**config.mk**
```make
export PLATFORM = sky130hd
export DESIGN_NAME = lpht_ctrl
export DESIGN_NICKNAME = d
export VERILOG_FILES = /design/src/hdl/lpht_pkg.sv /design/src/hdl/lpht_ctrl.sv
export SDC_FILE = /design/constraint.sdc
export NUM_CORES = 1
export LEC_CHECK = 0
export ABC_AREA = 1
export BUFFER_PORTS_ARGS = -buffer_cell sky130_fd_sc_hd__buf_2
export CAP_MARGIN = 20
export CORE_AREA = 2 2 39 41
export DETAILED_ROUTE_END_ITERATION = 8
export DIE_AREA = 0 0 41 43
export GPL_ROUTABILITY_DRIVEN = 1
export GPL_TIMING_DRIVEN = 0
export HOLD_SLACK_MARGIN = 0.05
export SLEW_MARGIN = 20
export SYNTH_ARGS = -nofsm -noshare
export SYNTH_HDL_FRONTEND = slang
export SYNTH_SLANG_ARGS = --single-unit
```
**constraint.sdc**
```tcl
create_clock -name clk -period 1.8 [get_ports clk]
set_clock_uncertainty 0.05 [all_clocks]
set_input_delay 0.36 -clock clk [delete_from_list [all_inputs] [get_ports clk]]
set_output_delay 0.36 -clock clk [all_outputs]
set_load 0.01 [all_outputs]
```
**src/hdl/lpht_pkg.sv**
```systemverilog
// ----------------------------------------------------------------------------
// lpht_pkg: shared types and constants for the linear probing hash table
// Status codes, operation codes, controller states, command and status
// groups between the controller and the datapath.
// ----------------------------------------------------------------------------
package lpht_pkg;

	// Default number of slots in the store
	localparam int LPHT_CAPACITY = 1024;

	// Fixed field widths
	localparam int KEY_W      = 32;
	localparam int TS_W       = 11;
	localparam int STATUS_W   = 3;
	localparam logic [TS_W-1:0] TS_RESET = TS_W'(11);

	// Hash: seven rounds, result below 2^28
	localparam int HASH_ROUNDS = 7;
	localparam int HASH_W      = 28;
	// Remainder taken four hash bits per cycle
	localparam int MOD_DIGIT   = 4;
	localparam int MOD_STEPS   = HASH_W / MOD_DIGIT;
	localparam int STEP_W      = 3;

	// Operation codes
	localparam logic OP_INSERT = 1'b0;
	localparam logic OP_LOOKUP = 1'b1;

	// Result status codes
	localparam logic [STATUS_W-1:0] ST_STORED      = 3'd0;
	localparam logic [STATUS_W-1:0] ST_STORED_COLL = 3'd1;
	localparam logic [STATUS_W-1:0] ST_DUPLICATE   = 3'd2;
	localparam logic [STATUS_W-1:0] ST_FULL        = 3'd3;
	localparam logic [STATUS_W-1:0] ST_FOUND       = 3'd4;
	localparam logic [STATUS_W-1:0] ST_NOT_FOUND   = 3'd5;

	// Controller states
	typedef enum logic [2:0] {
		S_CLEAR,
		S_IDLE,
		S_HASH,
		S_MOD,
		S_READ,
		S_CHECK,
		S_RESULT
	} lpht_state_t;

	// Controller to datapath commands
	typedef struct packed {
		logic clear_step;
		logic load;
		logic hash_step;
		logic mod_step;
		logic rd;
		logic check;
		logic emit;
	} lpht_cmd_t;

	// Datapath to controller status
	typedef struct packed {
		logic clear_done;
		logic key_zero;
		logic hash_last;
		logic mod_last;
		logic probe_done;
		logic out_free;
	} lpht_stat_t;

endpackage

```
**src/hdl/lpht_ctrl.sv**
```systemverilog
// ----------------------------------------------------------------------------
// lpht_ctrl: sequencing controller
// Clearing pass after reset, then per request: hash rounds, remainder steps,
// probe read/compare loop, result hand-off; a zero key goes to the result.
// ----------------------------------------------------------------------------
module lpht_ctrl import lpht_pkg::*; (
	input  logic       clk,
	input  logic       arst_n,
	input  logic       req_valid,
	output logic       req_stall,
	input  lpht_stat_t stat,
	output lpht_cmd_t  cmd
);

	lpht_state_t state_q, state_d;

	// State register
	always_ff @(posedge clk or negedge arst_n) begin
		if (!arst_n) begin
			state_q <= S_CLEAR;
		end else begin
			state_q <= state_d;
		end
	end

	// Next state
	always_comb begin
		state_d = state_q;
		unique case (state_q)
			S_CLEAR: begin
				if (stat.clear_done) state_d = S_IDLE;
			end
			S_IDLE: begin
				if (req_valid) state_d = stat.key_zero ? S_RESULT : S_HASH;
			end
			S_HASH: begin
				if (stat.hash_last) state_d = S_MOD;
			end
			S_MOD: begin
				if (stat.mod_last) state_d = S_READ;
			end
			S_READ: begin
				state_d = S_CHECK;
			end
			S_CHECK: begin
				state_d = stat.probe_done ? S_RESULT : S_READ;
			end
			S_RESULT: begin
				if (stat.out_free) state_d = S_IDLE;
			end
			default: begin
				state_d = S_CLEAR;
			end
		endcase
	end

	// Outputs
	always_comb begin
		cmd       = '0;
		req_stall = 1'b1;
		unique case (state_q)
			S_CLEAR:  cmd.clear_step = 1'b1;
			S_IDLE: begin
				req_stall = 1'b0;
				cmd.load  = req_valid;
			end
			S_HASH:   cmd.hash_step = 1'b1;
			S_MOD:    cmd.mod_step  = 1'b1;
			S_READ:   cmd.rd        = 1'b1;
			S_CHECK:  cmd.check     = 1'b1;
			S_RESULT: cmd.emit      = stat.out_free;
			default:  cmd           = '0;
		endcase
	end

endmodule

```
Yosys cells after proc, flatten, opt, wreduce, memory -nomap -nowiden --
Cells that the tools add are included. W data, S select, Z words.
Word-level totals: flip-flop bits (word level) 3, latch bits 0, bits in writable memories 0, bits in read-only memories 0, input bits 9, output and inout bits 8, memories 0
Cells by class: $add $sub $neg 0, $mul 0, divide/modulo/power cells 0, order comparisons 0, equal/unequal tests 11, shift-type cells 0, mux-type cells 16, bitwise operators 0, reductions and logical operators 2
Operators by type and width (count):
- $pmux W3 S7 | 1
- $mux W3 | 6
- $ne A2 B2 Y1 const B | 5
- $eq A3 B3 Y1 const B | 3
- $mux W1 | 8
- $eq A3 B2 Y1 const B | 2
- $reduce_and A5 Y1 | 1
- $eq A3 B1 Y1 const B | 1
- $logic_not A3 Y1 | 1
- $mux W2 | 1

Logic depth before layout (Yosys ltp) --
depth in word-level cells 3, depth in mapped cells 8

Worst setup path after synthesis --
OpenSTA, ideal clock, no wires.
path kind register to output, from register state_q[1], to output port cmd[5] (netlist name), arrival 894 ps, required time 1390 ps, path slack 496 ps, stages on the path, launching flop included 5, buffers on the path 1, cells stage by stage dfrtp_1 -> buf_6 -> inv_2 -> nand3_1 -> nor2_1
RTL lines:
- from (decl) | line lpht_ctrl.sv:15 | lpht_state_t state_q, state_d;
- from (signal assigned) | line lpht_ctrl.sv:22 | state_q <= state_d;
- to (decl) | line lpht_ctrl.sv:12 | output lpht_cmd_t cmd

==> results.yml <==
run_status:
  status: "complete, no violations"
logic_synthesis:
  synthDominantCellAreaShare_pct: 26.32
  syn_avg_cell_area_sq_um: 5.822
  synth_cell_types: 13
  post-synth-top-area-cell: "dfrtp_1"
  synth-seq-cells: 3
  synth-seq-area-share_pct: 26.32
  synth_nets: 58
  postSynthCellCount: 49
  synth_area_leaders: "dfrtp_1 26%, nand3_1 16%, inv_1 12%"
  ys_warn_count: 0
  netlist_area_sq_um: 285.3
timing:
  fin_ws_ns: 0.2319
  fin_crit_sh_pct: 87.11
  worstMarginPinSlew_ns: 0.2090
  final_max_slew_viol_count: 0
  holdWs_ns: 0.3878
  fmax_mhz: 637.7
  rsz0062_at_grt: "no"
  period_minus_slack_ns: 1.568
  finalSetupViolations: 0
  hold_viol_final: 0
  relSlewSlack_pct: 86.07
  fin_setup_tns_ns: 0
layout:
  antennaDiodeCount: 0
  largest-register: "state_q"
  finalNonFillerCells: 86
  largest_reg_flops: 3
  area_growth_pct: 47.81
  final_area_sq_um: 421.7
  layout-drive-gt1-share_pct: 32.86
  nNetsFinal: 80
  final_core_util_pct: 30.47
  reg_top3: "state_q: 3 flops"
setup_path:
  end_kind: "primary output"
  path_class: "flop to primary output"
  critical_path.startpoint: "state_q[2]$_DFFE_PN0P_"
  worstPathRequired_ns: 1.39
  critPathMostFrequentCell: "nor2_1"
  r2r-end: "state_q[1]$_DFFE_PN0P_"
  cp_data_arrival_time_ns: 1.16
  path_depth: 4
  worstSetupStartpointType: "flop"
  critical_path.cell_chain: "nor2_1 -> inv_1 -> nor2_1 -> buf_2"
  timing.rr.start: "state_q[2]$_DFFE_PN0P_"
  critPathBufInv: 2
  rrSetupSlack_ns: 0.60
  reg2reg_depth: 6
  critical-path-top-delay-family: "flip-flops"
  critical_path.max_stage_delay_ns: 0.44
  cp_slowest_cell: "dfrtp_1"
  crit_fanout: 7
  cp-endpoint: "cmd[4]"
pwr:
  internal-power_mw: 0.3639
  total_power_mw: 0.7050
  power_switching_mw: 0.3410
  power_frac_comb_pct: 63.9
  p_sw_share_pct: 48.37
  leakage_nw: 0.2721
  pwr-share-seq_pct: 19.4
  clkPwrFrac_pct: 16.6
  power_density_nw_per_um2: 1672
  peakVddDrop_uv: 492.7
clock_tree:
  root_buffer: "clkbuf_4"
  cts_sinks: 3
  cts_buffers: 3
  cts_htree_levels: 1
  clkTransAtPathRegs_ns: 0.04
  clock_path_buffers: 2
  clkLatencyLatePin_ns: 0.23
  cts_resized: 0
  cts_tree: "done"
die:
  coreArea_sq_um: 1384
  die_area_sq_um: 1763
  pin_count: 17
  start_util_pct: 20.61
  die_w_um: 41
  rows: 14
  die_h_um: 43
placement:
  dpl.cell_count: 81
  gp_congestion: 0.6998
  preCtsSetupSlack_ns: 0.4780
  place_area_sq_um: 385.4
  hpwl_um: 588.4
  io_buffers: 16
global_route:
  grt_busiest_layer: "met2"
  grt_pass1_wl_um: 1104
  grt_usage_pct: 9.256
  antenna_found_initial: 0
  met2_usage_pct: 13.13
  grt_max_degree: 10
  grt_pass1_vias: 303
  grt_util_met1_pct: 11.33
  use_met3_pct: 4.712
  gr-total-overflow: 0
route:
  ant_nets: 0
  dr.pass1.iters: 2
  drt_first_iter_violations: 3
  vias_per_cell: 4.151
  wire_per_inst_um: 8.047
  wl_um: 692
  via_count: 357
  drcViolationCount: 0
worst_hold_path:
  worstHoldPathType: "primary input to flop"
  hold_path.startpoint: "stat[0]"
run:
  cap_viol_max_count: 0
-- area by class of cell --
type / count / area [sq um]
timing repair buffer: 17 / 90.09
buffer: 1 / 11.26
multi-input combinational: 34 / 157.7
inverter: 11 / 41.29
tap: 16 / 20.02
fill: 161 / 962.2
sequential: 3 / 75.07
clock buffer: 4 / 26.28
-- repair_timing --
item | CTS | global route
setup buffers | 0 | 0
hold endpoints to repair | 3 | 0
hold buffers | 1 | 0
-- kinds of logic (layout without fill, tap and decap cells) --
| kind of cell | Yosys count | after routing | synth area share (%) |
|---|---|---|---|
| compound gates | 6 | 6 | 12.28 |
| flops | 3 | 3 | 26.32 |
| simple gates | 28 | 28 | 42.98 |
| buf+inv | 12 | 33 | 18.42 |
-- cell usage in the layout, fill, tap and decap left out --
| cell type | instances |
|---|---|
| dfrtp_1 | 3 |
| nor2_2 | 1 |
| nor2_1 | 8 |
| nand2_1 | 8 |
| o21ai_0 | 3 |
| clkbuf_4 | 3 |
| nor3_1 | 1 |
| inv_2 | 2 |
| inv_1 | 9 |
| nand3_1 | 9 |
| dlygate4sd3_1 | 1 |
| clkbuf_1 | 1 |
| a21oi_1 | 1 |
| buf_2 | 16 |
| o21bai_1 | 2 |
| buf_6 | 1 |
| nand4_1 | 1 |
-- worst min path at each step --
| stage | end | slack (ns) | cells after the start |
|---|---|---|---|
| global route | state_q[0]$_DFFE_PN0P_ | 0.41 | 2 |
| finish | state_q[2]$_DFFE_PN0P_ | 0.39 | 4 |
| floorplan | state_q[0]$_DFFE_PN0P_ | 0.01 | 0 |
| CTS | state_q[0]$_DFFE_PN0P_ | 0.39 | 2 |
| global placement | state_q[1]$_DFFE_PN0P_ | 0.11 | 1 |
| detailed placement | state_q[0]$_DFFE_PN0P_ | 0.11 | 1 |
-- power by group through the flow --
stage | clock network (mW) | registers, mW | logic [mW]
finish | 0.117 | 0.137 | 0.451
global route | 0.134 | 0.140 | 0.515
CTS | 0.121 | 0.138 | 0.459
detailed placement | 0 | 0.138 | 0.457
global placement | 0 | 0.138 | 0.454
floorplan | 0 | 0.131 | 0.334
-- per-layer routing --
metal | routed length [um] | up-vias
met5 | 0 | -
met4 | 0 | 0
met3 | 51 | 0
met2 | 357 | 8
met1 | 283 | 154
li1 | - | 195
-- cells in the mapped netlist --
cell / instances
inv_1: 9
nand3_1: 9
nand2_1: 8
nor2_1: 8
dfrtp_1: 3
o21ai_0: 3
inv_2: 2
o21bai_1: 2
a21oi_1: 1
buf_6: 1
nand4_1: 1
nor2_2: 1
nor3_1: 1
-- tightest hold or removal path: cells and delay by family --
| kind | cells | cell delay (ns) |
|---|---|---|
| buffers and inverters | 2 | 0.12 |
| and+or+nand+nor | 2 | 0.16 |
Power figures use the tool's default switching activity.
